===== src/rtl/itad_pkg.sv =====
// ----------------------------------------------------------------------------
// itad_pkg: shared types and constants for integer_to_ascii_digits
// Holds the job and digit word formats, mode codes and ASCII constants.
// ----------------------------------------------------------------------------
package itad_pkg;

    localparam int VALUE_W   = 64;
    localparam int ACTION_W  = 2;
    localparam int CHAR_W    = 7;
    localparam int DIGIT_W   = 4;
    localparam int NUM_DIGITS = 20;
    localparam int BCD_W     = NUM_DIGITS * DIGIT_W;
    localparam int POS_W     = $clog2(NUM_DIGITS + 1);

    // Binary to BCD: bits folded in per cycle and the resulting pass count
    localparam int BITS_PER_CYCLE = 4;
    localparam int CONV_ITERS     = VALUE_W / BITS_PER_CYCLE;
    localparam int CONV_CNT_W     = $clog2(CONV_ITERS);

    // Job queue between the front and the converter
    localparam int QDEPTH = 2;
    localparam int Q_AW   = $clog2(QDEPTH);
    localparam int Q_CW   = $clog2(QDEPTH + 1);

    // Mode codes; any code with the high bit set selects hexadecimal
    localparam logic [ACTION_W-1:0] MODE_UDEC = 2'd0;
    localparam logic [ACTION_W-1:0] MODE_SDEC = 2'd1;
    localparam int                  MODE_HEX_BIT = 1;

    localparam logic [CHAR_W-1:0] CHAR_ZERO  = 7'h30;
    localparam logic [CHAR_W-1:0] CHAR_LOWA  = 7'h61;
    localparam logic [CHAR_W-1:0] CHAR_MINUS = 7'h2D;
    localparam logic [DIGIT_W-1:0] DIGIT_MAX_DEC = 4'd9;

    typedef struct packed {
        logic               hex;
        logic               neg;
        logic [VALUE_W-1:0] mag;
    } t_job;

    typedef struct packed {
        logic             neg;
        logic [BCD_W-1:0] digits;
    } t_digits;

endpackage


===== src/rtl/itad_front.sv =====
// ----------------------------------------------------------------------------
// itad_front: input acceptance, classification and job queue
// Decodes the mode, takes the magnitude of negative signed values and
// queues the job for the converter.
// ----------------------------------------------------------------------------
module itad_front (
    input  logic                              i_clk,
    input  logic                              i_rst_n,
    input  logic                              i_valid,
    output logic                              o_ready,
    input  logic [itad_pkg::ACTION_W-1:0]     i_action,
    input  logic [itad_pkg::VALUE_W-1:0]      i_value,
    output logic                              o_job_valid,
    input  logic                              i_job_ready,
    output itad_pkg::t_job                    o_job
);
    import itad_pkg::*;

    t_job            r_mem [QDEPTH];
    logic [Q_AW-1:0] r_wr, r_rd;
    logic [Q_CW-1:0] r_count;
    t_job            n_job;
    logic            push, pop;

    always_comb begin
        n_job.hex = i_action[MODE_HEX_BIT];
        n_job.neg = (i_action == MODE_SDEC) && i_value[VALUE_W-1];
        n_job.mag = n_job.neg ? (~i_value + VALUE_W'(1)) : i_value;
    end

    assign o_ready     = (r_count != Q_CW'(QDEPTH));
    assign push        = i_valid && o_ready;
    assign o_job_valid = (r_count != '0);
    assign pop         = o_job_valid && i_job_ready;
    assign o_job       = r_mem[r_rd];

    always_ff @(posedge i_clk) begin
        if (push) begin
            r_mem[r_wr] <= n_job;
        end
    end

    always_ff @(posedge i_clk) begin
        if (!i_rst_n) begin
            r_wr    <= '0;
            r_rd    <= '0;
            r_count <= '0;
        end else begin
            if (push) begin
                r_wr <= (r_wr == Q_AW'(QDEPTH - 1)) ? '0 : r_wr + Q_AW'(1);
            end
            if (pop) begin
                r_rd <= (r_rd == Q_AW'(QDEPTH - 1)) ? '0 : r_rd + Q_AW'(1);
            end
            case ({push, pop})
                2'b10:   r_count <= r_count + Q_CW'(1);
                2'b01:   r_count <= r_count - Q_CW'(1);
                default: r_count <= r_count;
            endcase
        end
    end

`ifndef NO_ASSERTIONS
    a_count_range: assert property (@(posedge i_clk) disable iff (!i_rst_n)
        r_count <= Q_CW'(QDEPTH))
        else $error("job queue count out of range");
`endif

endmodule


===== src/rtl/itad_conv.sv =====
// ----------------------------------------------------------------------------
// itad_conv: binary to digit conversion
// Decimal jobs run a shift-add-3 pass, four bits per cycle; hex jobs load
// their nibbles directly.
// ----------------------------------------------------------------------------
module itad_conv (
    input  logic                i_clk,
    input  logic                i_rst_n,
    input  logic                i_job_valid,
    output logic                o_job_ready,
    input  itad_pkg::t_job      i_job,
    output logic                o_dig_valid,
    input  logic                i_dig_ready,
    output itad_pkg::t_digits   o_dig
);
    import itad_pkg::*;

    localparam logic [1:0] ST_IDLE = 2'd0;
    localparam logic [1:0] ST_RUN  = 2'd1;
    localparam logic [1:0] ST_DONE = 2'd2;

    logic [1:0]            r_state;
    logic [CONV_CNT_W-1:0] r_cnt;
    logic [BCD_W-1:0]      r_bcd, n_bcd;
    logic [VALUE_W-1:0]    r_bin, n_bin;
    logic                  r_neg;

    // Four dependent add-3 and shift steps on the digit register
    always_comb begin
        n_bcd = r_bcd;
        n_bin = r_bin;
        for (int s = 0; s < BITS_PER_CYCLE; s++) begin
            for (int d = 0; d < NUM_DIGITS; d++) begin
                if (n_bcd[d*DIGIT_W +: DIGIT_W] >= DIGIT_W'(5)) begin
                    n_bcd[d*DIGIT_W +: DIGIT_W] = n_bcd[d*DIGIT_W +: DIGIT_W] + DIGIT_W'(3);
                end
            end
            {n_bcd, n_bin} = {n_bcd, n_bin} << 1;
        end
    end

    assign o_job_ready = (r_state == ST_IDLE);
    assign o_dig_valid = (r_state == ST_DONE);
    assign o_dig.neg    = r_neg;
    assign o_dig.digits = r_bcd;

    always_ff @(posedge i_clk) begin
        if (r_state == ST_IDLE && i_job_valid) begin
            r_neg <= i_job.neg;
            r_bin <= i_job.mag;
            r_bcd <= i_job.hex ? BCD_W'(i_job.mag) : '0;
        end else if (r_state == ST_RUN) begin
            r_bin <= n_bin;
            r_bcd <= n_bcd;
        end
    end

    always_ff @(posedge i_clk) begin
        if (!i_rst_n) begin
            r_state <= ST_IDLE;
            r_cnt   <= '0;
        end else begin
            case (r_state)
                ST_IDLE: begin
                    r_cnt <= '0;
                    if (i_job_valid) begin
                        r_state <= i_job.hex ? ST_DONE : ST_RUN;
                    end
                end
                ST_RUN: begin
                    r_cnt <= r_cnt + CONV_CNT_W'(1);
                    if (r_cnt == CONV_CNT_W'(CONV_ITERS - 1)) begin
                        r_state <= ST_DONE;
                    end
                end
                ST_DONE: begin
                    if (i_dig_ready) begin
                        r_state <= ST_IDLE;
                    end
                end
                default: r_state <= ST_IDLE;
            endcase
        end
    end

`ifndef NO_ASSERTIONS
    a_done_exit: assert property (@(posedge i_clk) disable iff (!i_rst_n)
        r_state == ST_DONE |=> r_state == ST_DONE || r_state == ST_IDLE)
        else $error("converter left done state other than to idle");
`endif

endmodule


===== src/rtl/itad_emit.sv =====
// ----------------------------------------------------------------------------
// itad_emit: character emitter
// Walks the digit word from the top, drops leading zeros, and drives the
// registered character output with the last flag.
// ----------------------------------------------------------------------------
module itad_emit (
    input  logic                            i_clk,
    input  logic                            i_rst_n,
    input  logic                            i_dig_valid,
    output logic                            o_dig_ready,
    input  itad_pkg::t_digits               i_dig,
    output logic                            o_valid,
    input  logic                            i_ready,
    output logic [itad_pkg::CHAR_W-1:0]     o_character,
    output logic                            o_last
);
    import itad_pkg::*;

    logic               r_busy, r_neg, r_started, r_ovalid;
    logic [POS_W-1:0]   r_pos;
    logic [BCD_W-1:0]   r_bcd;
    logic [CHAR_W-1:0]  r_char;
    logic               r_last;
    logic [DIGIT_W-1:0] top;
    logic               out_free, is_last, do_skip, do_minus, do_digit;
    logic [CHAR_W-1:0]  digit_char;

    assign top      = r_bcd[BCD_W-1 -: DIGIT_W];
    assign out_free = !r_ovalid || i_ready;
    assign is_last  = (r_pos == POS_W'(1));
    assign do_minus = r_busy && r_neg && out_free;
    assign do_skip  = r_busy && !r_neg && !r_started && (top == '0) && !is_last;
    assign do_digit = r_busy && !r_neg && !do_skip && out_free;

    assign digit_char = (top > DIGIT_MAX_DEC)
                      ? CHAR_LOWA + CHAR_W'(top) - CHAR_W'(10)
                      : CHAR_ZERO + CHAR_W'(top);

    assign o_dig_ready = !r_busy;
    assign o_valid     = r_ovalid;
    assign o_character = r_char;
    assign o_last      = r_last;

    always_ff @(posedge i_clk) begin
        if (!r_busy && i_dig_valid) begin
            r_bcd <= i_dig.digits;
        end else if (do_skip || do_digit) begin
            r_bcd <= r_bcd << DIGIT_W;
        end
        if (do_minus) begin
            r_char <= CHAR_MINUS;
            r_last <= 1'b0;
        end else if (do_digit) begin
            r_char <= digit_char;
            r_last <= is_last;
        end
    end

    always_ff @(posedge i_clk) begin
        if (!i_rst_n) begin
            r_busy    <= 1'b0;
            r_neg     <= 1'b0;
            r_started <= 1'b0;
            r_pos     <= '0;
            r_ovalid  <= 1'b0;
        end else begin
            if (!r_busy) begin
                if (i_dig_valid) begin
                    r_busy    <= 1'b1;
                    r_neg     <= i_dig.neg;
                    r_started <= 1'b0;
                    r_pos     <= POS_W'(NUM_DIGITS);
                end
            end else if (do_minus) begin
                r_neg <= 1'b0;
            end else if (do_skip) begin
                r_pos <= r_pos - POS_W'(1);
            end else if (do_digit) begin
                r_pos     <= r_pos - POS_W'(1);
                r_started <= 1'b1;
                if (is_last) begin
                    r_busy <= 1'b0;
                end
            end
            if (do_minus || do_digit) begin
                r_ovalid <= 1'b1;
            end else if (i_ready) begin
                r_ovalid <= 1'b0;
            end
        end
    end

`ifndef NO_ASSERTIONS
    a_pos_range: assert property (@(posedge i_clk) disable iff (!i_rst_n)
        r_busy |-> (r_pos != '0) && (r_pos <= POS_W'(NUM_DIGITS)))
        else $error("digit position out of range while busy");
    a_minus_not_last: assert property (@(posedge i_clk) disable iff (!i_rst_n)
        r_ovalid && (r_char == CHAR_MINUS) |-> !r_last)
        else $error("minus sign flagged as last character");
`endif

endmodule


===== src/rtl/integer_to_ascii_digits.sv =====
// ----------------------------------------------------------------------------
// integer_to_ascii_digits: 64-bit integer to ASCII text
// Converts one number per input word into its characters, most significant
// first, one character per output word.
// ----------------------------------------------------------------------------
// Each input word carries a 64-bit value and a mode: 0 prints unsigned
// decimal, 1 signed decimal (a leading '-' then the magnitude; the most
// negative value prints as 9223372036854775808), 2 or 3 lowercase hex with
// no prefix and no padding. Zero prints as a single '0'. Every character
// leaves as its own output word and o_last marks the final one. The block
// has three parts: a front that classifies the word and takes the magnitude,
// a two-entry job queue, and a back made of a converter and an emitter. The
// converter runs a shift-add-3 binary to BCD pass at four bits a cycle; hex
// values load in directly. The emitter then walks all 20 digit positions one
// per cycle while the output is not stalled, dropping leading zeros, plus a
// step for a minus sign and one to load the next digit word. Conversion of
// the next number overlaps emission of the current one, so the sustained
// rate is set by the emitter when the output is never stalled. The output
// is registered, so the front keeps taking words while a character waits.
// ----------------------------------------------------------------------------
module integer_to_ascii_digits (
    input  logic                            i_clk,
    input  logic                            i_rst_n,
    input  logic                            i_valid,
    output logic                            o_ready,
    input  logic [itad_pkg::ACTION_W-1:0]   i_action,
    input  logic [itad_pkg::VALUE_W-1:0]    i_value,
    output logic                            o_valid,
    input  logic                            i_ready,
    output logic [itad_pkg::CHAR_W-1:0]     o_character,
    output logic                            o_last
);
    import itad_pkg::*;

    // Front to converter: classified job word
    t_job    job;
    logic    job_valid, job_ready;
    // Converter to emitter: finished digit word
    t_digits dig;
    logic    dig_valid, dig_ready;

    // Accept, classify and queue
    itad_front u_front (
        .i_clk       (i_clk),
        .i_rst_n     (i_rst_n),
        .i_valid     (i_valid),
        .o_ready     (o_ready),
        .i_action    (i_action),
        .i_value     (i_value),
        .o_job_valid (job_valid),
        .i_job_ready (job_ready),
        .o_job       (job)
    );

    // Build the digit word
    itad_conv u_conv (
        .i_clk       (i_clk),
        .i_rst_n     (i_rst_n),
        .i_job_valid (job_valid),
        .o_job_ready (job_ready),
        .i_job       (job),
        .o_dig_valid (dig_valid),
        .i_dig_ready (dig_ready),
        .o_dig       (dig)
    );

    // Drop leading zeros and drive characters out
    itad_emit u_emit (
        .i_clk       (i_clk),
        .i_rst_n     (i_rst_n),
        .i_dig_valid (dig_valid),
        .o_dig_ready (dig_ready),
        .i_dig       (dig),
        .o_valid     (o_valid),
        .i_ready     (i_ready),
        .o_character (o_character),
        .o_last      (o_last)
    );

endmodule


===== config.mk =====
export PLATFORM = sky130hd
export DESIGN_NAME = integer_to_ascii_digits
export DESIGN_NICKNAME = d
export VERILOG_FILES = /design/src/rtl/itad_pkg.sv /design/src/rtl/itad_front.sv /design/src/rtl/itad_conv.sv /design/src/rtl/itad_emit.sv /design/src/rtl/integer_to_ascii_digits.sv
export SDC_FILE = /design/constraint.sdc
export NUM_CORES = 1
export LEC_CHECK = 0
export BUFFER_PORTS_ARGS = -buffer_cell sky130_fd_sc_hd__clkbuf_2
export CAP_MARGIN = 30
export CORE_UTILIZATION = 35
export CTS_CLUSTER_DIAMETER = 40
export DETAILED_ROUTE_END_ITERATION = 8
export SLEW_MARGIN = 0
export SYNTH_ARGS = -nofsm -noshare
export SYNTH_HDL_FRONTEND = slang
export SYNTH_SLANG_ARGS = --single-unit

===== constraint.sdc =====
create_clock -name i_clk -period 12.5 [get_ports i_clk]
set_input_delay 0.625 -clock i_clk [delete_from_list [all_inputs] [get_ports i_clk]]
set_output_delay 0.625 -clock i_clk [all_outputs]
set_load 0.02 [all_outputs]

Word-level counts from Yosys, hierarchy flattened
Memory sizes are Yosys's and may differ from the RTL's. A register that Yosys moved wholly into a read port is not among the register bits.
Cells that the tools add are included.
- flip-flop bits (word level): 252
- memory bits (writable): 132
- bits of input ports: 70
- output and inout port bits: 10
- word-level logic and storage cells: 362
- memories kept: 1
- memories (memory ; words ; width ; rd ports ; clocked after Yosys merged registers in ; write ports ; line ; source):
    u_front.r_mem ; 2 ; 66 ; 1 ; 1 ; 1 ; itad_front.sv:19 ; t_job r_mem [QDEPTH];
- add/subtract/negate cells: 90
- $lt $le $gt $ge: 81
- eq/ne operators: 16
- multiplexer cells: 123
- bitwise logic cells: 1
- reductions and logical operators: 34
- operators with widths (cell ; number):
    4-bit by 3-bit greater-or-equal comparator with 1-bit output (second input constant) ; 80
    80-bit two-way mux ; 4
    4-bit by 2-bit adder with 4-bit output (second input constant) ; 76
    4-bit two-way mux ; 76
    64-bit two-way mux ; 4
    64-bit by 1-bit adder with 64-bit output (second input constant) ; 1
    64-bit NOT ; 1
    5-bit two-way mux ; 5
    1-bit two-way mux ; 22
    2-bit != test (second input constant) ; 7
    2-bit nonzero test ; 7
    3-bit by 2-bit adder with 3-bit output (second input constant) ; 4
    1-bit logical AND ; 12
    3-bit two-way mux ; 4
    2-bit two-way mux ; 4
    4-bit one-hot mux with 2 select lines ; 1
    6-bit by 4-bit adder with 7-bit output (first input constant) ; 1
    6-bit by 5-bit adder with 7-bit output (first input constant) ; 1
    7-bit two-way mux ; 1
    7-bit by 4-bit subtractor with 7-bit output (second input constant) ; 1
    2-bit by 1-bit == test with 1-bit output (second input constant) ; 3
    1-bit logical NOT ; 6
    2-bit one-hot mux with 3 select lines ; 1
    3-bit AND reduction ; 2
    17 further kinds ; 21

Depth between registers and ports, before layout
Gate-level depths: netlist of run 1.
- depth in word-level cells: 12
- mapped depth: 20
- mapped depth without buffers: 20

Hierarchy
From an unflattened synthesis of run 1, not the netlist that was laid out.
- cells, all modules: 2881
- area, all modules: 26350.3 µm²
- by module, submodules not included (module ; instances ; cells an instance ; area an instance (µm²) ; seq. area each (µm²)):
    itad_conv ; 1 ; 1978 ; 15551.2 ; 4474.3
    itad_front ; 1 ; 467 ; 6496.2 ; 4063.9
    itad_emit ; 1 ; 436 ; 4302.9 ; 2742.6

Worst setup path before layout of run 1
Ideal clock, no wire load.
- kind: reg2reg
- start: register u_conv.r_state[0]
- end: register u_conv.r_bcd[0] (enable)
- library setup time: 0.649 ns
- arrival time: 6.601 ns
- data required time: 11.851 ns
- setup slack: 5.250 ns
- stages on the path, launching flop included: 4
- buffers on the path: 1
- period minus slack after synthesis: 7.250 ns
- path through: dfxtp_1 -> clkbuf_1 -> nor3_1 -> nor2_1
- cells in the longest elaborated chain, start to end: 3
- elaborated cells on any way between the ends: 4
- classes of those cells: eq/ne: 1; reduce/logical: 3
- RTL lines (element ; line ; source):
    from (decl) ; itad_conv.sv:22 ; logic [1:0] r_state;
    from (signal assigned) ; itad_conv.sv:67 ; r_state <= i_job.hex ? ST_DONE : ST_RUN;
    2-bit logical NOT ; itad_conv.sv:48 ; if (r_state == ST_IDLE && i_job_valid) begin
    1-bit logical AND ; itad_conv.sv:48 ;
    2-bit nonzero test (no source line) * ; - ;
    to (signal assigned) ; itad_conv.sv:51 ; r_bcd <= i_job.hex ? BCD_W'(i_job.mag) : '0;
    to (signal assigned) ; itad_conv.sv:54 ; r_bcd <= n_bcd;
    to (decl) ; itad_conv.sv:24 ; logic [BCD_W-1:0] r_bcd, n_bcd;
Mark *: on every way between the ends. The rest lies on a longest branch, timed or not.
A chain may end at the register's enable or synchronous reset.

Worst setup path in the final report of run 1
- start: register u_conv.r_bcd[72]
- end: register u_conv.r_bcd[74], data pin
- cells in the longest elaborated chain, start to end: 10
- elaborated cells on any way between the ends: 14
- classes of those cells: add/sub: 4; order compare: 4; mux: 6
- RTL lines (element ; line ; source):
    4-bit by 2-bit adder with 4-bit output / 4-bit by 3-bit greater-or-equal comparator with 1-bit output (equally long branches) ; itad_conv.sv:35, itad_conv.sv:34 ;
    4-bit two-way mux * ; itad_conv.sv:34 ; if (n_bcd[d*DIGIT_W +: DIGIT_W] >= DIGIT_W'(5)) begin
    4-bit by 2-bit adder with 4-bit output / 4-bit by 3-bit greater-or-equal comparator with 1-bit output (equally long branches) ; itad_conv.sv:35, itad_conv.sv:34 ;
    4-bit two-way mux * ; itad_conv.sv:34 ;
    4-bit by 3-bit greater-or-equal comparator with 1-bit output / 4-bit by 2-bit adder with 4-bit output (equally long branches) ; itad_conv.sv:34, itad_conv.sv:35 ;
    4-bit two-way mux * ; itad_conv.sv:34 ;
    4-bit by 2-bit adder with 4-bit output / 4-bit by 3-bit greater-or-equal comparator with 1-bit output (equally long branches) ; itad_conv.sv:35, itad_conv.sv:34 ;
    4-bit two-way mux * ; itad_conv.sv:34 ;
    80-bit two-way mux * ; itad_conv.sv:52 ; end else if (r_state == ST_RUN) begin
    80-bit two-way mux * ; itad_conv.sv:48 ;
Mark *: on every way between the ends. The rest lies on a longest branch, timed or not. The select of a mux whose other input is x is not followed.

==> flow_results.org, run 1 <==
** Synth
- Summed instance area of the synthesized netlist :: 26,000 sq um
- Post-synthesis average cell area :: around 9.4 sq um
- The number of nets handed over by synthesis was between 2,000 and 3,000.
- Synthesis produced around 2,800 cells.
- Number of distinct library cells after synthesis :: 97
- Register area share after synthesis :: 0.434
- Warnings, synthesis :: 0
- In the synthesized netlist the dominant register cell turns out to be edfxtp_1.
- Number of enable-type register cells in the synthesized netlist :: ~360
- Number of register bits inferred by synthesis :: roughly 390
- Proportion of register bits with asynchronous set or reset after synthesis :: 0

** Routing
- After detailed routing, the average wire length per cell comes to between 15 and 20 um.
- For this run, design rule violations remaining after detail routing come to 1.
- The pre-antenna-repair detailed-routing pass consisted of 7 iterations.
- DRT iter0 DRCs :: ~1,400
- Number of vias per cell after detailed routing :: around 5.4
- Total wire length after detailed routing :: 61,700 um
- Via total after detailed routing :: 20,700
- The detail route stage leaves a number of antenna-violating nets equal to 0.

** CTS
- Sinks on the clock net :: between 300 and 400
- CTS placed an instance of clkbuf_16 at the clock tree root.
- The H-tree was split into 3 levels.
- Cts hold-fix bufs :: 0
- Post-CTS setup buffer count :: 0
- Buffers inserted during clock tree synthesis total 72.
- Clock latency on the worst-skew pair, taken at its later pin, is 590 ps.
- Reg clk slew, reported paths :: approximately 60 ps
- In this run, post-CTS repair resized a total of 0 instances.
- Maximum buffer depth of the clock tree :: 3
- TritonCTS clock tree :: yes

** Cells and area
- Non-Filler Instances :: a little under 4,000
- The layout has approximately 7,200 filler cells.
- In the final layout, the share of cells above drive strength 1 is 0.118.
- 0 antenna diodes ended up in the layout.
- From synthesis to final layout, the design area changed by 14.7%.
- Final-stage net count :: approximately 3,000

** Global route
- Global-route wire length before repair :: ~100,000 um
- Initial antenna violation count :: 0
- Largest net degree at the start of global routing :: between 100 and 150
- Across every metal layer, demand over resource in global routing totals 0.164.
- The total overflow left after global routing is 0.
- Via count of the first global-routing pass :: between 15,000 and 20,000

** Setup path
- Along the worst path, the maximum fanout reaches 6.
- Critical path data required time :: around 13,000 ps
- The worst setup path is captured at a flip-flop.
- Kind of start point of the critical path :: flip-flop
- By startpoint and endpoint, the worst setup path is classified as reg -> reg.
- For the worst setup path, the data arrival time is 4870 ps.

** Timing
- Endpoints failing hold :: 0
- Count of endpoints failing setup in the final report :: 0
- Worst hold margin :: 262 ps
- In the finished design, the share of the clock period the worst path needs comes to 0.364.
- Clock skew on the completed layout was measured at between 30 and 40 ps.
- In the final timing run, aggregate negative setup slack is 0 ps.
- Max_slew headroom :: 0.374
- Transition time at the pin with the least slew margin :: around 940 ps
- The final max-slew violation count was 0.
- Setup repair after global routing left no endpoint under its margin.
- Time the worst path needs with I/O delays and setup :: between 4000 and 5000 ps
- Fmax :: roughly 0.22 GHz

** Die
- 80 I/O pins were placed.
- The die is 274 um wide.
- Height of the die :: around 270 um
- Area inside the core boundary :: ~73,000 sq um
- Initial core utilization :: 0.355
- Full die area :: roughly 75,000 sq um
- Number of rows created at floorplan :: 99

** Placement
- Half-perimeter wire length of the detailed placement result :: between 40,000 and 50,000 um
- Counting tap cells, the placed design contains a total of between 3,000 and 4,000 instances.
- Routability-driven placement finished with a final weighted congestion of ~0.84.
- In this run the tool buffered the top-level ports with 79 buffer cells.

** Status
- Status :: complete, but fails checks
- The final reports fail on design-rule violations.

** Run
- Max-cap violations in this run came to 0.

** Worst hold path
- The path class of the tightest hold or removal check is in -> reg.
[cells by family after synthesis]
logic type | Yosys count | share of synthesized area
xor+xnor | 93 | 0.0314
flops | 385 | 0.434
fa+ha+maj | 93 | 0.0448
mux | 137 | 0.0566
compound gates | 821 | 0.212
buf+inv | 229 | 0.0346
simple gates | 1019 | 0.186
[placed cells by master (no fill, tap or decap), types with 34 or more instances in the layout]
| master | synthesis | routed |
|---|---|---|
| nand2_1 | 439 | 438 |
| edfxtp_1 | 357 | 357 |
| o21ai_0 | 233 | 233 |
| nor2_1 | 165 | 163 |
| a21oi_1 | 133 | 133 |
| inv_1 | 128 | 126 |
| ha_1 | 93 | 93 |
| mux2i_1 | 89 | 88 |
| clkbuf_2 | 0 | 79 |
| nor3_1 | 77 | 77 |
| clkbuf_16 | 0 | 75 |
| a211oi_1 | 61 | 61 |
| xnor2_1 | 54 | 54 |
| nand3_1 | 47 | 47 |
| nand2b_1 | 42 | 42 |
| and2_1 | 42 | 42 |
| mux2_2 | 40 | 40 |
| xor2_1 | 39 | 39 |
| o21a_1 | 34 | 34 |
[stage by stage]
stage | area, sq um | setup WS [ps] | utilization
3_5_place_dp | 27400 | 8020 | 0.374
4_1_cts | 29800 | 7990 | 0.407
3_3_place_gp | 27300 | 8130 | 0.373
2_1_floorplan | 26000 | 5250 | -
5_1_grt | 29800 | 7490 | 0.407
6_report | 29800 | 7950 | 0.407
[layer usage]
| layer | global-route usage | routed length (um) | vias up |
|---|---|---|---|
| met1 | 0.232 | 30900 | 9712 |
| met4 | 0.0463 | 1090 | 0 |
| met2 | 0.262 | 27400 | 375 |
| met5 | 0 | 0 | - |
| li1 | - | - | 10535 |
| met3 | 0.0211 | 2350 | 78 |
[worst max-delay path, cell delays in order (launching register included)]
cell and delay [ps]:
edfxtp_1 450, inv_1 110, ha_1 230, nor2b_1 240, o21ai_0 170, or2_2 330
ha_1 220, o21bai_1 170, a211oi_1 400, nor2_1 70, inv_1 60, ha_1 200
nor3_1 80, a221o_1 310, a22oi_1 370, inv_1 130, ha_1 270, o21a_1 230
o221a_2 250
[synthesized netlist by cell type (all sizes together) (24+ instances only)]
cell    number  area [sq um]
nand2b      42           263
xnor2       54           473
a21oi      133           666
a221oi      24           216
clkbuf      81           334
or3         36           235
a21o        26           196
inv        131           492
dfxtp       28           561
o21ai      247          1240
o21a        34           255
and2        45           287
nor2       167           632
nand3       47           235
or2         36           225
edfxtp     357         10700
a211o       28           245
nor2b       30           188
mux2        41           465
nor3        80           415
o22ai       32           206
nand2      439          1650
o211ai      31           238
a211oi      62           470
ha          93          1160
mux2i       96          1000
xor2        39           342
[layout make-up]
cell class	instances	area, sq um	share of cell area
multi-input combinational	2163	13800	0.464
sequential	385	11300	0.379
clock buffer	81	1900	0.0638
tap	959	1200	0.0403
timing repair buffer	97	583	0.0196
inverter	131	494	0.0166
clock inverter	49	492	0.0165
[final timing paths]
kind | to | slack (ps) | cells past startpoint | startpoint
worst max-delay path | u_conv.r_bcd[74] | 7950 | 18 | u_conv.r_bcd[72]
worst max register to register | u_conv.r_bcd[74] | 7950 | 18 | u_conv.r_bcd[72]
worst min register to register | u_emit.o_character[1] | 450 | 2 | u_emit.o_character[1]
worst min-delay path | u_front.r_mem[0][65] | 260 | 1 | i_action[1]
[sequential cells by signal, indices dropped and copies added (netlist names), named ones only]
register,count
u_emit.r_busy,1
u_conv.r_cnt,4
u_emit.r_neg,1
u_front.r_wr,1
u_emit.o_character,7
u_emit.r_started,1
u_front.r_count,2
u_conv.r_bin,64
u_emit.o_last,1
u_emit.o_valid,1
u_conv.r_neg,1
u_emit.r_pos,5
u_conv.r_state,2
u_front.r_rd,1
u_front.r_mem,132
u_conv.r_bcd,80
u_emit.r_bcd,80
Power of run 1 is left out: the tool's default activity adds up to more than one toggle a clock period on the data nets, which glitch-free logic cannot reach.
==> run 2: changes to the inputs <==
Clock period 12.5 ns to 4.34 ns, I/O delays scaled along.
==> flow_results.org, run 2 (synthesized netlist as in run 1, its figures left out) <==
** CTS
- TritonCTS clock tree :: yes
- The number of levels the H-tree was split into came to 3 (unchanged).
- Maximum buffer depth of the clock tree :: 3 (unchanged)
- The total clock sinks was 385 (unchanged).
- The clock-pin slew on the worst setup and hold paths is 50 ps (about the same).
- Clk root buf :: clkbuf_16
- The clock insertion delay at the later pin of the skew report is 600 ps (about the same).
- The number of clock buffers inserted by TritonCTS is 69 (-4.2%).

** Worst hold path
- Depth of the worst hold-timing path :: 2 (+1)
- The worst hold path begins at i_value[12].
- Hold Path Class :: in -> reg
- The path with the worst hold slack has its endpoint at u_front.r_mem[1][12].

** Routing
- The number of remaining DRC errors is 0 (-1).
- The total wirelength of the detailed-routed design was 62,100 um (+0.61%).
- The mean routed wirelength per cell is 15.8 um (-1.2%).
- Final antenna-violating net count :: 0 (unchanged)
- The length of the first detailed-routing pass in iterations was 5 (-2).
- The number of DRC violations after detailed-routing iteration 0 came to 1,534 (+11%).
- Number of vias per cell after detailed routing :: 5.36 (about the same)
- Via total after detailed routing :: 21,072 (+1.8%)

** Cells and area
- The number of nets in the final layout came to 3,082 (+2.3%).
- Flip-flop count of the largest register, all copies and words added :: 132 (unchanged)
- Layout overhead on the synthesized area :: 17.7%
- The register with the most flip-flops in the final layout is u_front.r_mem.
- Most frequent standard cell in the layout excluding fill and tap cells :: nand2_1
- The fill cell instance count of the final layout is 7,006 (-2.3%).
- Most used cells in the layout excluding fill and tap cells :: 438 x nand2_1, 357 x edfxtp_1, 230 x o21ai_0
- Share of post-route cells with drive strength above 1 :: 0.130 (+0.0124)
- The largest registers in the layout are u_front.r_mem: 132 flops, u_conv.r_bcd: 80 flops, u_emit.r_bcd: 80 flops.
- The count of antenna diodes in the layout was 0 (unchanged).

** Setup path
- Traced cell by cell, the critical path runs through inv_1 -> ha_1 -> nor2b_2 -> o21ai_0 -> or2_2 -> ha_1 -> a211oi_2 -> o21ai_1 -> a21oi_2 -> o21ai_0 -> and2_1 -> xnor2_1 -> inv_1 -> ha_1 -> nand2_1 -> a211o_1 -> o211ai_1 -> a22oi_1.
- The largest individual stage delay along the critical path comes from the cell edfxtp_1.
- The slack of the worst reg-to-reg path was 310 ps (-7650 ps).
- Crit. Startpoint :: u_conv.r_bcd[64]
- Arrival @ worst endpoint :: 4370 ps (-500 ps)
- Crit Reg-Reg Startpoint :: u_conv.r_bcd[64]
- Highest fanout seen on the critical path :: 6 (unchanged)
- Kind of start point of the critical path :: flip-flop
- Crit Path Class :: reg -> reg
- The required time of the worst setup path is 4680 ps (-8140 ps).
- Worst path max stage delay :: 450 ps (about the same)
- Among cell families on the critical path, the largest total delay comes from compound AO/OA/AOI/OAI gates.
- The worst setup path is captured at a flip-flop.
- The number of cells on the worst reg-to-reg path came to 18 (unchanged).
- Cell occurring most often along the worst timing path :: ha_1
- Number of buffer and inverter stages on the critical path :: 2 (-1)
- The endpoint identified for the worst register-to-register timing path is u_conv.r_bcd[70].

** Global route
- Global-route usage over all layers :: 0.163 (-0.00133)
- The pin count of the biggest net entering global routing came to 68 (-53%).
- Total global routing overflow :: 0 (unchanged)
- Via count of the first global-routing pass :: 19,499 (-0.76%)
- The global-route wire length before repair was 101,000 um (-1.1%).
- The number of antenna violations at the first check in global routing was 1 (+1).

** Timing
- Time the worst path needs with I/O delays and setup :: 4030 ps (-514 ps)
- The final max-slew violation count is 0 (unchanged).
- Max_slew headroom :: 0.353 (-0.0211)
- Worst hold margin :: 30.0 ps (-232 ps)
- The maximum clock frequency was 0.248 GHz (+13%).
- The actual slew at the worst max-slew pin was 968 ps (+29.3 ps).
- Post-route fraction of the period consumed by the critical path :: 0.930 (+0.566)
- The final count of negative-setup-slack endpoints came to 0 (unchanged).
- Final clock skew :: 31.7 ps (-0.727 ps)
- Endpoints failing hold :: 0 (unchanged)

** Die
- Number of rows created at floorplan :: 99 (unchanged)
- The die height came to 274 um (unchanged).
- Initial core utilization :: 0.355 (unchanged)
- The die area came to 75,300 sq um (unchanged).
- Floorplan die width :: 274 um (unchanged)
- Boundary pin count :: 80 (unchanged)
- Area inside the core boundary :: 73,200 sq um (unchanged)

** Run
- Max-cap violations :: 0 (unchanged)

** Placement
- The placer congestion estimate came to 0.835 (-0.43%).
- The number of buffers added on ports is 79 (unchanged).
- Half-perimeter wire length of the detailed placement result :: 44,600 um (+2.1%)

** Status
- Status :: finished, final reports clean
run 2: cell count changes in the layout (fill, tap and decap cells not counted), moves of 5 or more:
cell | before | now
buf_4 | 15 | 38
dlygate4sd3_1 | 0 | 45
buf_12 | 1 | 6
clkbuf_16 | 75 | 70
a21oi_1 | 133 | 128
a21oi_2 | 0 | 5
clkinv_2 | 13 | 8
run 2: timing repair:
action,in CTS,in global routing
buffers inserted,0,5
endpoints found under the hold margin,90,0
setup endpoints to repair,0,20
resized for setup,0,23
hold buffers,45,0
run 2: area by class of cell:
| cell class | instances | area (sq um) | area share |
|---|---|---|---|
| Clock buffer | 76 | 1770 | 0.0581 |
| Clock inverter | 51 | 626 | 0.0205 |
| Sequential cell | 385 | 11300 | 0.369 |
| Timing Repair Buffer | 169 | 1270 | 0.0414 |
| Multi-Input combinational cell | 2163 | 13900 | 0.455 |
| Inverter | 131 | 494 | 0.0162 |
| Tap cell | 959 | 1200 | 0.0393 |
run 2: worst max-delay path by stage:
stage                                      to  slack [ps]  cells past startpoint
final                        u_conv.r_bcd[70]         310                     18
after global placement       u_conv.r_bcd[77]         180                     20
after global routing         u_conv.r_bcd[70]         -10                     17
after floorplan           u_front.r_mem[0][0]         270                      3
after CTS                    u_conv.r_bcd[68]          40                     17
after detailed placement     u_conv.r_bcd[78]         110                     20
run 2: per-stage QoR:
| step | setup WS (ps) | util | TNS, ps | cell area (sq um) | instances |
|---|---|---|---|---|---|
| 5_1_grt | -11.8 | 0.417 | -11.8 | 30600 | 3934 |
| 2_1_floorplan | 270 | - | 0 | 26000 | 2777 |
| 6_report | 305 | 0.417 | 0 | 30600 | 3934 |
| 4_1_cts | 39.7 | 0.416 | 0 | 30400 | 3929 |
| 3_5_place_dp | 105 | 0.377 | 0 | 27600 | 3757 |
| 3_3_place_gp | 184 | 0.377 | 0 | 27600 | 3756 |
run 2: per-layer routing:
metal  track usage  vias to the layer above  wire (um)
met3        0.0221                       71       2450
li1              -                    10675          -
met4        0.0539                        0       1340
met5             0                        -          0
met1         0.228                     9885      30500
met2         0.259                      441      27800
Power of run 2 is left out for the same reason.
==> run 3: changes to the inputs <==
Settings changed: CORE_ASPECT_RATIO set to 1.1.
Clock period 4.34 ns to 3.85 ns, I/O delays scaled along.
==> flow_results.org, run 3 (synthesized netlist as in run 1, its figures left out) <==
** Timing
- Time the worst path needs with I/O delays and setup :: 3830 ps (-207 ps)
- The post-route clock period utilization was 0.994 (+0.0644).
- Unrepaired setup endpoints after global routing :: yes
- Number of pins with negative max-slew slack in the final report :: 0 (unchanged)
- The actual slew at the worst max-slew pin was 919 ps (-48.2 ps).
- The maximum clock frequency came to 0.261 GHz (+5.4%).
- Endpoints failing hold :: 0 (unchanged)
- Count of endpoints failing setup in the final report :: 0 (unchanged)
- Max_slew headroom :: 0.386 (+0.0322)
- The final worst clock skew came to 62.1 ps (+30.4 ps).

** Routing
- Final antenna-violating net count :: 0 (unchanged)
- Via total after detailed routing :: 21,741 (+3.2%)
- DRT iter0 DRCs :: 1,182 (-23%)
- Average wire per standard cell :: 15.9 um (+0.51%)
- The length of the first detailed-routing pass in iterations was 5 (unchanged).
- Total wire length after detailed routing :: 64,600 um (+4.0%)
- DRC viols :: 0 (unchanged)
- Number of vias per cell after detailed routing :: 5.34 (-0.32%)

** CTS
- Sinks on the clock net :: 385 (unchanged)
- Clk root buf :: clkbuf_16
- TritonCTS built the clock tree.
- # H-tree levels :: 2 (-1)
- The maximum clock insertion buffer count was 3 (unchanged).
- The clock insertion delay at the later pin of the skew report came to 630 ps (+30 ps).
- Reg clk slew, reported paths :: 60 ps (about the same)
- Num CTS Buffers :: 59 (-14%)

** Global route
- The number of antenna violations at the first check in global routing is 1 (unchanged).
- The met1 track demand over resource in global routing is 0.221 (-0.00692).
- The number of global-route vias before repair was 20,565 (+5.5%).
- The pin count of the biggest net entering global routing came to 81 (+19%).
- Total global routing overflow :: 0 (unchanged)
- Met2 track demand over resource :: 0.278 (+0.0193)
- The total track usage came to 0.166 (+0.00301).
- Global-route wire length before repair :: 103,000 um (+2.4%)
- The met3 layer usage reported by global route is 0.0228 (+0.000735).
- met2 is the most crowded layer.

** Cells and area
- The post-layout instance area was 32,200 sq um (+5.5%).
- Count of antenna diodes in the layout :: 0 (unchanged)
- Share of post-route cells with drive strength above 1 :: 0.217 (+0.0867)
- Leading registers by flop count :: u_front.r_mem: 132 flops, u_conv.r_bcd: 80 flops, u_emit.r_bcd: 80 flops
- The number of nets in the final layout came to 3,234 (+4.9%).
- The area growth from synthesis to layout is 24.1%.
- Most used cells in the layout excluding fill and tap cells :: 438 x nand2_1, 357 x edfxtp_1, 224 x o21ai_0
- Most frequent standard cell in the layout excluding fill and tap cells :: nand2_1
- The flip-flop count of the largest register, all copies and words added was 132 (unchanged).
- Biggest register :: u_front.r_mem

** Setup path
- Register-to-register setup slack :: 20 ps (-280 ps)
- The worst setup path is captured at a flip-flop.
- Critical path data required time :: 4320 ps (-360 ps)
- Kind of start point of the critical path :: flip-flop
- Highest fanout seen on the critical path :: 3 (-3)
- The data arrival time at the worst-slack endpoint was 4300 ps (-70 ps).
- The worst setup path is of the reg -> reg kind.

** Die
- The area of the core is 73,300 sq um (about the same).
- Boundary pin count :: 80 (unchanged)
- Number of rows created at floorplan :: 104 (+5.1%)
- Height of the die :: 288 um (+4.8%)
- Full die area :: 75,300 sq um (about the same)
- Initial core utilization :: 0.355 (about the same)
- Floorplan die width :: 262 um (-4.6%)

** Placement
- Area of placed instances :: 28,500 sq um (+3.2%)
- The placer congestion estimate was 0.836 (+0.19%).
- The detailed placement HPWL is 45,400 um (+1.8%).
- The number of buffers added on ports is 79 (unchanged).

** Run
- Max-cap violations :: 0 (unchanged)

** Worst hold path
- Hold Path Class :: in -> reg

** Status
- Status :: finished, final reports clean
==> run 3: cell types whose count changed in the layout (fill, tap and decap cells not counted), sizes merged <==
cell         change
clkbuf          -12
dlygate4sd3     +18
bufinv           -5
clkinv           +1
buf            +144
clkinvlp         +1
inv              -4
==> run 3: per-stage QoR <==
step	util	std cells	setup slack (ps)	setup TNS (ps)	hold slack, ps
after floorplan	-	2777	29.4	0	291
after global placement	0.389	3870	-181	-284	426
after detailed placement	0.389	3870	-229	-598	432
after CTS	0.426	4046	-32.5	-32.5	4.84
after global routing	0.440	4072	-209	-854	7.59
final	0.440	4072	22.9	0	22.9
==> run 3: routing by layer <==
layer | share of wire | vias up
met1 | 0.46 | 10271
li1 | - | 10973
met5 | 0.00020 | -
met2 | 0.48 | 388
met3 | 0.034 | 107
met4 | 0.027 | 2
==> run 3: worst max-delay path: stages, from the launching register on <==
cell      delay (ps)
edfxtp_1         400
buf_4            160
o21ai_0          340
nor3_1           130
a21oi_1          210
buf_4            170
ha_2             200
nand2b_4          70
a21oi_4          160
xnor2_2          160
ha_2             250
nand2b_4          60
a211oi_2         260
o21ai_2          120
xnor2_2          240
ha_2             220
nor2b_4          130
o21ai_2           70
or2_4            240
a21oi_2          100
==> run 3: final timing paths <==
kind | startpoint | endpoint | cells after the start
max | u_conv.r_bcd[73] | u_conv.r_bcd[78] | 19
min | i_value[52] | u_front.r_mem[0][52] | 2
min reg2reg | u_emit.o_character[1] | u_emit.o_character[1] | 2
max reg2reg | u_conv.r_bcd[73] | u_conv.r_bcd[78] | 19
==> run 3: area by class of cell <==
cell class / count / area (sq um)
clock buffers: 64 / 1530
clock inverters: 44 / 467
fillers: 6917 / 41000
inverters: 131 / 497
multi-input cells: 2163 / 14800
flip-flops and latches: 385 / 11300
well taps: 954 / 1190
repair buffers: 331 / 2520
==> run 3: what timing repair did <==
item / in CTS / in global routing
buffers inserted: 5 / 27
endpoints found under the hold margin: 125 / 0
endpoints found under the setup margin: 14 / 65
resized for setup: 15 / 198
cloned: 0 / 0
pin swaps: 5 / 52
hold buffers: 63 / 0
Power of run 3 is left out for the same reason.
